## src/rtl/core/irpd_pkg.sv

```systemverilog
// Shared types and constants for the IR pulse-distance transceiver.
package irpd_pkg;

    localparam int TX_WORD_W = 9;
    localparam int RX_WORD_W = 16;
    localparam int RX_CNT_W  = 5;

    // Request opcodes.
    localparam logic OP_TICK = 1'b0;
    localparam logic OP_EDGE = 1'b1;

    // Configuration register indexes (byte address is 4 * index).
    typedef enum logic [2:0] {
        REG_MS_DIVIDER = 3'd0,
        REG_START_LEN  = 3'd1,
        REG_ZERO_LEN   = 3'd2,
        REG_ONE_LEN    = 3'd3,
        REG_GAP_LEN    = 3'd4,
        REG_STOP_LEN   = 3'd5
    } t_reg_idx;

    // Receiver bit counter stops here.
    localparam logic [RX_CNT_W-1:0] RX_COUNT_MAX = 5'd16;

    // Receiver gap thresholds, in coarse time steps.
    localparam logic [7:0] GAP_START    = 8'd5;
    localparam logic [7:0] GAP_ONE_MIN  = 8'd2;
    localparam logic [7:0] GAP_DATA_MAX = 8'd4;

    typedef struct packed {
        logic [7:0]  ms_divider;
        logic [15:0] start_len;
        logic [7:0]  zero_len;
        logic [7:0]  one_len;
        logic [7:0]  gap_len;
        logic [15:0] stop_len;
    } t_cfg;

    typedef struct packed {
        logic [7:0] coarse_time;
        logic       carrier_next;
        logic       index_in_range;
    } t_tx_stat;

    typedef struct packed {
        logic [RX_WORD_W-1:0] shift_next;
        logic                 valid_next;
        logic [RX_CNT_W-1:0]  bit_count;
    } t_rx_stat;

endpackage

```

## src/rtl/core/irpd_in_if.sv

```systemverilog
// Input request channel: carrier tick or receiver edge, plus the next word to send.
interface irpd_in_if;
    logic                           valid;
    logic                           ready;
    logic                           op;
    logic [irpd_pkg::TX_WORD_W-1:0] tx_word;

    modport source(output valid, op, tx_word, input ready);
    modport sink(input valid, op, tx_word, output ready);
endinterface

```

## src/rtl/core/irpd_out_if.sv

```systemverilog
// Result channel: carrier enable, receiver word and word-complete flag.
interface irpd_out_if;
    logic                           valid;
    logic                           ready;
    logic                           carrier_on;
    logic [irpd_pkg::RX_WORD_W-1:0] rx_word;
    logic                           rx_valid;

    modport source(output valid, carrier_on, rx_word, rx_valid, input ready);
    modport sink(input valid, carrier_on, rx_word, rx_valid, output ready);
endinterface

```

## src/rtl/core/ir_pulse_distance_transceiver.sv

```systemverilog
// IR pulse-distance transceiver top level.
// Requests are held in an input register, results in an output register.
// Throughput: one request per cycle; while a result waits for its sink the
// input register takes one more request, then input ready drops.
// Reset (synchronous, active low) clears codec state and result valid, and
// loads the configuration registers with their default values.
module ir_pulse_distance_transceiver #(
    parameter int FRAME_BITS = 9
) (
    input  logic        i_clk,
    input  logic        i_rst_n,
    irpd_in_if.sink     i_in,
    irpd_out_if.source  o_out,
    input  logic        psel,
    input  logic        penable,
    input  logic        pwrite,
    input  logic [4:0]  paddr,
    input  logic [31:0] pwdata,
    output logic [31:0] prdata,
    output logic        pready
);
    irpd_pkg::t_cfg     cfg;
    irpd_pkg::t_tx_stat tx_stat;
    irpd_pkg::t_rx_stat rx_stat;

    logic                           r_in_valid;
    logic                           r_op;
    logic [irpd_pkg::TX_WORD_W-1:0] r_tx_word;
    logic                           r_out_valid;
    logic                           r_carrier_on;
    logic [irpd_pkg::RX_WORD_W-1:0] r_rx_word;
    logic                           r_rx_valid;
    logic                           advance;
    logic                           in_ready;

    assign advance  = r_in_valid && (!r_out_valid || o_out.ready);
    assign in_ready = !r_in_valid || advance;
    assign i_in.ready = in_ready;

    irpd_regs u_regs (
        .i_clk   (i_clk),
        .i_rst_n (i_rst_n),
        .psel    (psel),
        .penable (penable),
        .pwrite  (pwrite),
        .paddr   (paddr),
        .pwdata  (pwdata),
        .prdata  (prdata),
        .pready  (pready),
        .o_cfg   (cfg)
    );

    irpd_tx #(.FRAME_BITS(FRAME_BITS)) u_tx (
        .i_clk     (i_clk),
        .i_rst_n   (i_rst_n),
        .i_tick    (advance && (r_op == irpd_pkg::OP_TICK)),
        .i_tx_word (r_tx_word),
        .i_cfg     (cfg),
        .o_stat    (tx_stat)
    );

    irpd_rx #(.FRAME_BITS(FRAME_BITS)) u_rx (
        .i_clk         (i_clk),
        .i_rst_n       (i_rst_n),
        .i_edge        (advance && (r_op == irpd_pkg::OP_EDGE)),
        .i_coarse_time (tx_stat.coarse_time),
        .o_stat        (rx_stat)
    );

    always_ff @(posedge i_clk) begin
        if (!i_rst_n) begin
            r_in_valid <= 1'b0;
        end else if (in_ready) begin
            r_in_valid <= i_in.valid;
        end
    end

    always_ff @(posedge i_clk) begin
        if (in_ready && i_in.valid) begin
            r_op      <= i_in.op;
            r_tx_word <= i_in.tx_word;
        end
    end

    always_ff @(posedge i_clk) begin
        if (!i_rst_n) begin
            r_out_valid <= 1'b0;
        end else if (advance) begin
            r_out_valid <= 1'b1;
        end else if (o_out.ready) begin
            r_out_valid <= 1'b0;
        end
    end

    always_ff @(posedge i_clk) begin
        if (advance) begin
            r_carrier_on <= tx_stat.carrier_next;
            r_rx_word    <= rx_stat.shift_next;
            r_rx_valid   <= rx_stat.valid_next;
        end
    end

    assign o_out.valid      = r_out_valid;
    assign o_out.carrier_on = r_carrier_on;
    assign o_out.rx_word    = r_rx_word;
    assign o_out.rx_valid   = r_rx_valid;

    a_tx_index_range: assert property (@(posedge i_clk) disable iff (!i_rst_n)
        tx_stat.index_in_range)
        else $error("tx bit index out of frame range");

    a_rx_count_sat: assert property (@(posedge i_clk) disable iff (!i_rst_n)
        rx_stat.bit_count <= irpd_pkg::RX_COUNT_MAX)
        else $error("rx bit count past saturation");

    a_tick_no_word: assert property (@(posedge i_clk) disable iff (!i_rst_n)
        advance && (r_op == irpd_pkg::OP_TICK) |=> !r_rx_valid)
        else $error("word flagged on a tick request");

    a_stall_holds_input: assert property (@(posedge i_clk) disable iff (!i_rst_n)
        !in_ready |-> r_in_valid && r_out_valid)
        else $error("input stalled without a pending request");
endmodule

```

## src/rtl/core/irpd_regs.sv

```systemverilog
// APB configuration register file.
module irpd_regs (
    input  logic                i_clk,
    input  logic                i_rst_n,
    input  logic                psel,
    input  logic                penable,
    input  logic                pwrite,
    input  logic [4:0]          paddr,
    input  logic [31:0]         pwdata,
    output logic [31:0]         prdata,
    output logic                pready,
    output irpd_pkg::t_cfg      o_cfg
);
    irpd_pkg::t_cfg r_cfg;
    logic [2:0]     reg_idx;
    logic           wr_en;

    assign reg_idx = paddr[4:2];
    assign wr_en   = psel && penable && pwrite;
    assign pready  = 1'b1;
    assign o_cfg   = r_cfg;

    always_ff @(posedge i_clk) begin
        if (!i_rst_n) begin
            r_cfg.ms_divider <= 8'd38;
            r_cfg.start_len  <= 16'd190;
            r_cfg.zero_len   <= 8'd38;
            r_cfg.one_len    <= 8'd114;
            r_cfg.gap_len    <= 8'd76;
            r_cfg.stop_len   <= 16'd950;
        end else if (wr_en) begin
            unique case (reg_idx)
                irpd_pkg::REG_MS_DIVIDER: r_cfg.ms_divider <= pwdata[7:0];
                irpd_pkg::REG_START_LEN:  r_cfg.start_len  <= pwdata[15:0];
                irpd_pkg::REG_ZERO_LEN:   r_cfg.zero_len   <= pwdata[7:0];
                irpd_pkg::REG_ONE_LEN:    r_cfg.one_len    <= pwdata[7:0];
                irpd_pkg::REG_GAP_LEN:    r_cfg.gap_len    <= pwdata[7:0];
                irpd_pkg::REG_STOP_LEN:   r_cfg.stop_len   <= pwdata[15:0];
                default: ;
            endcase
        end
    end

    always_comb begin
        unique case (reg_idx)
            irpd_pkg::REG_MS_DIVIDER: prdata = {24'd0, r_cfg.ms_divider};
            irpd_pkg::REG_START_LEN:  prdata = {16'd0, r_cfg.start_len};
            irpd_pkg::REG_ZERO_LEN:   prdata = {24'd0, r_cfg.zero_len};
            irpd_pkg::REG_ONE_LEN:    prdata = {24'd0, r_cfg.one_len};
            irpd_pkg::REG_GAP_LEN:    prdata = {24'd0, r_cfg.gap_len};
            irpd_pkg::REG_STOP_LEN:   prdata = {16'd0, r_cfg.stop_len};
            default:                  prdata = 32'd0;
        endcase
    end
endmodule

```

## src/rtl/core/irpd_tx.sv

```systemverilog
// Transmitter: tick prescaler, coarse time and frame phase sequencer.
module irpd_tx #(
    parameter int FRAME_BITS = 9
) (
    input  logic                           i_clk,
    input  logic                           i_rst_n,
    input  logic                           i_tick,
    input  logic [irpd_pkg::TX_WORD_W-1:0] i_tx_word,
    input  irpd_pkg::t_cfg                 i_cfg,
    output irpd_pkg::t_tx_stat             o_stat
);
    localparam int IW = $clog2(FRAME_BITS + 2) + 1;
    localparam logic signed [IW-1:0] IDX_LAST  = IW'(FRAME_BITS);
    localparam logic signed [IW-1:0] IDX_RESET = -IW'(2);

    logic [7:0]                     r_prescale, n_prescale;
    logic [7:0]                     r_coarse, n_coarse;
    logic [15:0]                    r_phase_count, n_phase_count;
    logic [15:0]                    r_phase_len, n_phase_len;
    logic                           r_mark_done, n_mark_done;
    logic signed [IW-1:0]           r_bit_index, n_bit_index;
    logic [irpd_pkg::TX_WORD_W-1:0] r_tx_shift, n_tx_shift;
    logic                           r_carrier, n_carrier;

    logic signed [IW-1:0] idx_inc;
    logic [15:0]          shift16;
    logic [3:0]           bit_sel;
    logic [7:0]           prescale_inc;
    logic [15:0]          count_inc;

    assign idx_inc      = r_bit_index + IW'(1);
    assign shift16      = {{(16 - irpd_pkg::TX_WORD_W){1'b0}}, r_tx_shift};
    assign bit_sel      = 4'(unsigned'(idx_inc));
    assign prescale_inc = r_prescale + 8'd1;
    assign count_inc    = r_phase_count + 16'd1;

    always_comb begin
        n_prescale    = r_prescale;
        n_coarse      = r_coarse;
        n_phase_count = r_phase_count;
        n_phase_len   = r_phase_len;
        n_mark_done   = r_mark_done;
        n_bit_index   = r_bit_index;
        n_tx_shift    = r_tx_shift;
        n_carrier     = r_carrier;
        if (i_tick) begin
            n_prescale = prescale_inc;
            if (prescale_inc >= i_cfg.ms_divider) begin
                n_coarse   = r_coarse + 8'd1;
                n_prescale = 8'd0;
            end
            n_phase_count = count_inc;
            if (count_inc > r_phase_len) begin
                if (r_mark_done) begin
                    n_phase_len = {8'd0, i_cfg.gap_len};
                    n_carrier   = 1'b0;
                end else begin
                    n_bit_index = idx_inc;
                    priority if (idx_inc < 0) begin
                        n_phase_len = i_cfg.start_len;
                        n_carrier   = 1'b1;
                    end else if (idx_inc < IDX_LAST) begin
                        n_phase_len = shift16[bit_sel] ? {8'd0, i_cfg.one_len}
                                                       : {8'd0, i_cfg.zero_len};
                        n_carrier   = 1'b1;
                    end else if (idx_inc == IDX_LAST) begin
                        n_phase_len = i_cfg.stop_len;
                    end else begin
                        // frame over: back to idle slot before the start mark
                        n_bit_index = IDX_RESET;
                        n_tx_shift  = i_tx_word;
                    end
                end
                n_mark_done   = !r_mark_done;
                n_phase_count = 16'd0;
            end
        end
    end

    always_ff @(posedge i_clk) begin
        if (!i_rst_n) begin
            r_prescale    <= 8'd0;
            r_coarse      <= 8'd0;
            r_phase_count <= 16'd0;
            r_phase_len   <= 16'd0;
            r_mark_done   <= 1'b0;
            r_bit_index   <= IDX_RESET;
            r_tx_shift    <= '0;
            r_carrier     <= 1'b0;
        end else begin
            r_prescale    <= n_prescale;
            r_coarse      <= n_coarse;
            r_phase_count <= n_phase_count;
            r_phase_len   <= n_phase_len;
            r_mark_done   <= n_mark_done;
            r_bit_index   <= n_bit_index;
            r_tx_shift    <= n_tx_shift;
            r_carrier     <= n_carrier;
        end
    end

    assign o_stat.coarse_time    = r_coarse;
    assign o_stat.carrier_next   = n_carrier;
    assign o_stat.index_in_range = (r_bit_index >= IDX_RESET) && (r_bit_index <= IDX_LAST);
endmodule

```

## src/rtl/core/irpd_rx.sv

```systemverilog
// Receiver: edge gap measurement, start detection and bit shifter.
module irpd_rx #(
    parameter int FRAME_BITS = 9
) (
    input  logic               i_clk,
    input  logic               i_rst_n,
    input  logic               i_edge,
    input  logic [7:0]         i_coarse_time,
    output irpd_pkg::t_rx_stat o_stat
);
    logic [7:0]                          r_last, n_last;
    logic                                r_started, n_started;
    logic                                r_data_phase, n_data_phase;
    logic [irpd_pkg::RX_CNT_W-1:0]       r_count, n_count;
    logic [irpd_pkg::RX_WORD_W-1:0]      r_shift, n_shift;
    logic [7:0]                          gap;

    assign gap = i_coarse_time - r_last;

    always_comb begin
        n_last       = r_last;
        n_started    = r_started;
        n_data_phase = r_data_phase;
        n_count      = r_count;
        n_shift      = r_shift;
        if (i_edge) begin
            if (gap == irpd_pkg::GAP_START) begin
                n_started = 1'b1;
            end else if (gap > irpd_pkg::GAP_START) begin
                n_started = 1'b0;
                n_count   = '0;
            end
            // bits land on every other edge; gaps of 4 or more carry none
            if (n_started && r_data_phase && (n_count < irpd_pkg::RX_COUNT_MAX)
                && (gap < irpd_pkg::GAP_DATA_MAX)) begin
                n_shift[n_count[3:0]] = (gap >= irpd_pkg::GAP_ONE_MIN);
                n_count = n_count + 5'd1;
            end
            n_data_phase = !r_data_phase;
            n_last       = i_coarse_time;
        end
    end

    always_ff @(posedge i_clk) begin
        if (!i_rst_n) begin
            r_last       <= 8'd0;
            r_started    <= 1'b0;
            r_data_phase <= 1'b0;
            r_count      <= '0;
            r_shift      <= '0;
        end else begin
            r_last       <= n_last;
            r_started    <= n_started;
            r_data_phase <= n_data_phase;
            r_count      <= n_count;
            r_shift      <= n_shift;
        end
    end

    assign o_stat.shift_next = n_shift;
    assign o_stat.valid_next = i_edge && (n_count == irpd_pkg::RX_CNT_W'(FRAME_BITS));
    assign o_stat.bit_count  = r_count;
endmodule
```

## src/flat_wrapper.sv

```systemverilog
// flat-port wrapper written by rule: the top's interface ports become plain ports
module ir_pulse_distance_transceiver_flat 
#(
    parameter int FRAME_BITS = 9
)
  (i_clk, i_rst_n, psel, penable, pwrite, paddr, pwdata, prdata, pready, i_in_valid, i_in_op, i_in_tx_word, i_in_ready, o_out_valid, o_out_carrier_on, o_out_rx_word, o_out_rx_valid, o_out_ready);
  irpd_in_if i_in_i ();
  irpd_out_if o_out_i ();
  input  logic i_clk;
  input  logic i_rst_n;
  input  logic psel;
  input  logic penable;
  input  logic pwrite;
  input  logic [4:0] paddr;
  input  logic [31:0] pwdata;
  output logic [31:0] prdata;
  output logic pready;
  input wire logic [$bits(i_in_i.valid)-1:0] i_in_valid;
  input wire logic [$bits(i_in_i.op)-1:0] i_in_op;
  input wire logic [$bits(i_in_i.tx_word)-1:0] i_in_tx_word;
  output wire logic [$bits(i_in_i.ready)-1:0] i_in_ready;
  output wire logic [$bits(o_out_i.valid)-1:0] o_out_valid;
  output wire logic [$bits(o_out_i.carrier_on)-1:0] o_out_carrier_on;
  output wire logic [$bits(o_out_i.rx_word)-1:0] o_out_rx_word;
  output wire logic [$bits(o_out_i.rx_valid)-1:0] o_out_rx_valid;
  input wire logic [$bits(o_out_i.ready)-1:0] o_out_ready;
  assign i_in_i.valid = i_in_valid;
  assign i_in_i.op = i_in_op;
  assign i_in_i.tx_word = i_in_tx_word;
  assign i_in_ready = i_in_i.ready;
  assign o_out_valid = o_out_i.valid;
  assign o_out_carrier_on = o_out_i.carrier_on;
  assign o_out_rx_word = o_out_i.rx_word;
  assign o_out_rx_valid = o_out_i.rx_valid;
  assign o_out_i.ready = o_out_ready;
  ir_pulse_distance_transceiver #(.FRAME_BITS(FRAME_BITS)) u_core (.i_clk(i_clk), .i_rst_n(i_rst_n), .i_in(i_in_i), .o_out(o_out_i), .psel(psel), .penable(penable), .pwrite(pwrite), .paddr(paddr), .pwdata(pwdata), .prdata(prdata), .pready(pready));
endmodule
```

## config.mk

```make
export PLATFORM = sky130hd
export DESIGN_NAME = ir_pulse_distance_transceiver_flat
export DESIGN_NICKNAME = d
export VERILOG_FILES = /design/src/rtl/core/irpd_pkg.sv /design/src/rtl/core/irpd_in_if.sv /design/src/rtl/core/irpd_out_if.sv /design/src/rtl/core/ir_pulse_distance_transceiver.sv /design/src/rtl/core/irpd_regs.sv /design/src/rtl/core/irpd_tx.sv /design/src/rtl/core/irpd_rx.sv /design/src/flat_wrapper.sv
export SDC_FILE = /design/constraint.sdc
export NUM_CORES = 1
export LEC_CHECK = 0
export ABC_AREA = 1
export ABC_CLOCK_PERIOD_IN_PS = 4120
export BUFFER_PORTS_ARGS = -buffer_cell sky130_fd_sc_hd__buf_2
export CAP_MARGIN = 0
export CORE_ASPECT_RATIO = 0.5
export CORE_MARGIN = 2
export CORE_UTILIZATION = 45
export DETAILED_ROUTE_END_ITERATION = 10
export MAX_ROUTING_LAYER = met4
export PLACE_DENSITY = 0.67
export REMOVE_ABC_BUFFERS = 1
export SYNTH_ARGS = -nofsm -noshare
export SYNTH_HDL_FRONTEND = slang
export SYNTH_HIERARCHICAL = 1
export SYNTH_SLANG_ARGS = --single-unit
```

## constraint.sdc

```tcl
create_clock -name i_clk -period 4.12 [get_ports i_clk]
set_input_delay 0.412 -clock i_clk [delete_from_list [all_inputs] [get_ports i_clk]]
set_output_delay 0.412 -clock i_clk [all_outputs]
set_load 0.03 [all_outputs]
```

# Word-level counts from Yosys, hierarchy flattened
# Index checks and enable logic that the tools add are counted.
# totals
reg_bits	189
in_bits	54
word_cells	120
# classes
addsub	6
bitwise	5
n_reduce_logical	31
magnitude_cmp	11
mux	33
eq_ne	8
# ops
operator	count
$mux W16	7
$pmux W16 S6	1
$mux W5	8
$add A16 B1 Y16 const B	1
$add A8 B1 Y8 const B	2
$bwmux W16	1
$gt A16 B16 Y1	1
$mux W8	2
$reduce_and A2 Y1	8
$mux W1	12
$logic_and A1 B1 Y1	11
$lt A4 B5 Y1 const B	2
$lt A5 B5 Y1 const B	2
$eq A8 B3 Y1 const B	1
$ge A8 B2 Y1 const B	1
$ge A8 B8 Y1	1
$gt A8 B3 Y1 const B	1
$lt A8 B3 Y1 const B	1
$sub A8 B8 Y8	1
$eq A3 B2 Y1 const B	2
$eq A3 B3 Y1 const B	2
$reduce_and A3 Y1	2
$reduce_and A6 Y1	1
$add A5 B1 Y5 const B	1
other kinds (14)	22

# Logic depth before layout (Yosys ltp)
# depth
depth_word	12
depth_mapped	21
mapped_depth_nobuf	21

# Cells and area by module
# Netlist, hierarchy kept.
# by_module_without_submodules
module	seq_area_each_um2	n_inst	area_per_inst_um2	cells_each
irpd_tx	1281.2	1	4322.9	643
irpd_regs	1281.2	1	3225.6	499
irpd_rx	620.6	1	2048.2	320
ir_pulse_distance_transceiver	880.8	1	949.7	45

# Worst setup path before layout
# OpenSTA, ideal clock, no wires.
# synth_timing
path_kind	reg2reg
from	register u_core.u_tx.r_phase_count[0]
to	register u_core.r_carrier_on, in the netlist u_core/o_out.carrier_on, data pin
path_slack_ps	1216
setup_ps	251
required_ps	3869
t_arrival_ps	2653
synth_period_minus_slack_ps	2904
stages_incl_launch_ff	19
cell_sequence	dfxtp_1 -> ha_1 -> nand4_1 -> nor2_1 -> nand3_1 -> nor2_1 -> nand3_1 -> xnor2_1 -> ha_1 -> nand4_1 -> nor3_1 -> nand2_1 -> nand2_1 -> nand2_1 -> nor2_2 -> nand2_1 -> nand2_1 -> inv_1 -> buf_4
# synth_via
elab_chain_cells	4
# synth_rtl
element	line_no	source
start: declaration	irpd_tx.sv:18	logic [15:0] r_phase_count, n_phase_count;
start signal: assignment	irpd_tx.sv:93	r_phase_count <= n_phase_count;
$add A16 B1 Y16	irpd_tx.sv:35	assign count_inc = r_phase_count + 16'd1;
$gt A16 B16 Y1	irpd_tx.sv:53	if (count_inc > r_phase_len) begin
$mux W1	irpd_tx.sv:53	
$mux W1	irpd_tx.sv:46	if (i_tick) begin
named net u_core.u_tx.n_carrier	irpd_tx.sv:23	logic r_carrier, n_carrier;
end signal: assignment	ir_pulse_distance_transceiver.sv:97	r_carrier_on <= tx_stat.carrier_next;
end: declaration	ir_pulse_distance_transceiver.sv:30	logic r_carrier_on;
# The timed path passes the listed nets, and every way through them passes these cells.
# A chain may end at the register's enable or synchronous reset.

# Worst setup path after layout
# layout_timing
from	register u_core.u_tx.r_phase_count[0]
to	register u_core/u_tx/r_tx_shift[6] (netlist name)
# layout_via
elab_chain_cells	3
# layout_rtl
element	line_no	source
$add A16 B1 Y16	irpd_tx.sv:35	
$gt A16 B16 Y1	irpd_tx.sv:53	
$reduce_and A6 Y1 (no line)	-	
end signal: assignment	irpd_tx.sv:97	r_tx_shift <= n_tx_shift;
end: declaration	irpd_tx.sv:22	logic [irpd_pkg::TX_WORD_W-1:0] r_tx_shift, n_tx_shift;
# Every way passes these cells.

==> out/qor.txt <==
Status -> completed
Die H -> 112 um
Vias in the first global route -> 8806
Initial antenna violation count -> 0
P&R area growth vs syn -> 9.90%
TritonCTS clock tree -> yes
Inserted Diodes -> 0
Critical path capture point type -> flop
Crit Path Class -> reg2reg
Starting density of the core -> 46.0%
Clk root buf -> clkbuf_16
Critical path arrival -> 3.92 ns
Peak supply drop -> 0.284 mV
WL/cell -> 13.4 um
Vias per inst -> 5.04
CTS sink cnt -> 189
Met2 Use GR -> 35.1%
Average size of a mapped cell -> 6.99 um2
Yosys warns -> 6
Final std cells w/o fill -> 1864
Period utilisation layout -> 88.0%
CTS Buf Count -> 17
Critical Path Source -> u_core/u_tx/r_phase_count[0]
Final hold vios -> 0
Max-slew violations -> 0
Global-route wire length before repair -> 41600 um
CTS H-tree depth -> 4
Final antenna-violating net count -> 0
Max-capacitance violation count -> 0
Final HPWL DP -> 17800 um
Detailed Route Iter0 Violations -> 930
F_max -> 276 MHz
Residual DRC -> 0
Post-route minimum period -> 3.62 ns
Reg2Reg Launch Point -> u_core/u_tx/r_phase_count[0]
Setup-failing EPs final -> 0
Critical path peak fanout -> 13
Hold Startpoint -> i_in_op
DRT Wirelength -> 25000 um
Clk_lat worst skew -> 0.45 ns
Synthesized area -> 10500 um2
Share of cells above drive strength 1 -> 12.4%
Post-cts resize count -> 0
Met1 Track Usage GR -> 27.4%
Clock Pin Slew Worst Setup and Hold Paths -> 0.08 ns
Cells after DPL -> 1832
# nets final -> 1637
GPL Wtd Cong -> 0.926
GRT busiest layer -> met2
PD cells -> 376 nW/um2
Cells after synthesis -> 1502
Vias -> 9387
Num rows -> 39
Commonest cells after routing, fill and taps aside -> nand2_1 (410), inv_1 (195), dfxtp_1 (161)
Setup Fix Bufs, Post-CTS -> 0
Layout Skew -> 0.0168 ns
# IOs -> 107
PortBufs -> 71
First-pass iteration count of the detailed router -> 7
R2r setup slk -> 0.50 ns
Unrepaired setup endpoints after global routing -> no
Worst setup SP type -> flop
Setup_tns -> 0 ns
Die X -> 220 um
Core area -> 22800 um2
Area of the die -> 24600 um2
CTS Buffer Depth -> 2
Core Util, Final -> 50.5%
Slew headroom -> 40.9%
Worst-Margin Slew -> 0.886 ns
Post-cts hold buffer count -> 0
Commonest non-fill, non-tap cell in the layout -> nand2_1
GRT Total Usage -> 21.6%
Pleak -> 5.41 nW
Worst path required time -> 4.41 ns
GRT overflow -> 0
Worst min path class -> in2reg
Met3 Track Usage GR -> 4.43%
Pin count of the biggest net entering global routing -> 88
==> flip-flops by register name (all words and copies together), names as in the netlist, 5 cells and up <==
register / cells
u_core/r_tx_word: 9
u_core/u_rx/r_shift: 16
u_core/o_out.rx_word: 16
u_core/u_tx/r_coarse: 8
u_core/u_tx/r_prescale: 8
u_core/u_tx/r_tx_shift: 9
u_core/u_rx/r_last: 8
u_core/u_regs/o_cfg: 64
u_core/u_tx/r_bit_index: 5
u_core/u_tx/r_phase_len: 16
u_core/u_tx/r_phase_count: 16
u_core/u_rx/r_count: 5
==> final timing paths <==
check | cells after the start | to
hold / removal | 1 | u_core/r_op
setup / recovery | 17 | u_core/u_tx/r_tx_shift[6]
hold reg to reg | 2 | u_core/u_rx/r_last[5]
setup reg to reg | 17 | u_core/u_tx/r_tx_shift[6]
==> through the flow <==
step | total power [mW] | hold slack [ns] | cell area, um2 | setup WS, ns
floorplan | 2.47 | 0.437 | 10100 | 1.14
global placement | 2.66 | 0.447 | 10900 | 0.635
detailed placement | 2.67 | 0.453 | 10900 | 0.539
CTS | 4.37 | 0.112 | 11500 | 0.511
global route | 4.54 | 0.103 | 11500 | 0.100
finish | 4.34 | 0.132 | 11500 | 0.496
==> routing by layer <==
layer / up-vias / routed length (um)
met5: - / 0
li1: 4824 / -
met1: 4311 / 11600
met3: 29 / 1270
met2: 223 / 11800
met4: 0 / 343
==> power by group <==
part | switching (mW) | total, mW | internal [mW]
clock network | 0.783 | 1.70 | 0.915
logic | 0.498 | 0.686 | 0.188
registers | 0.0329 | 1.95 | 1.92
==> worst max-delay path, cell delays in order (launching register included) <==
cell and delay [ns]:
dfxtp_1 0.40, ha_1 0.22, nand4_1 0.14, nor2_1 0.19, nand3_1 0.17, nor2_1 0.17, nand3_1 0.11, xnor2_1 0.15
ha_1 0.30, nand4_1 0.12, nor3_1 0.24, nand2_1 0.08, nand2_1 0.18, nand2_1 0.14, nor2_2 0.43, nand2_2 0.23
nand2_1 0.13, a21oi_1 0.07
==> cell type report <==
| cell class | instances | area [um2] |
|---|---|---|
| Tap cell | 307 | 384 |
| Fill cell | 2304 | 11300 |
| Timing Repair Buffer | 78 | 408 |
| Clock buffer | 17 | 425 |
| Clock inverter | 15 | 174 |
| Inverter | 207 | 785 |
| Sequential cell | 189 | 4060 |
| Multi-Input combinational cell | 1051 | 5300 |
(Power assumes the default switching activity.)
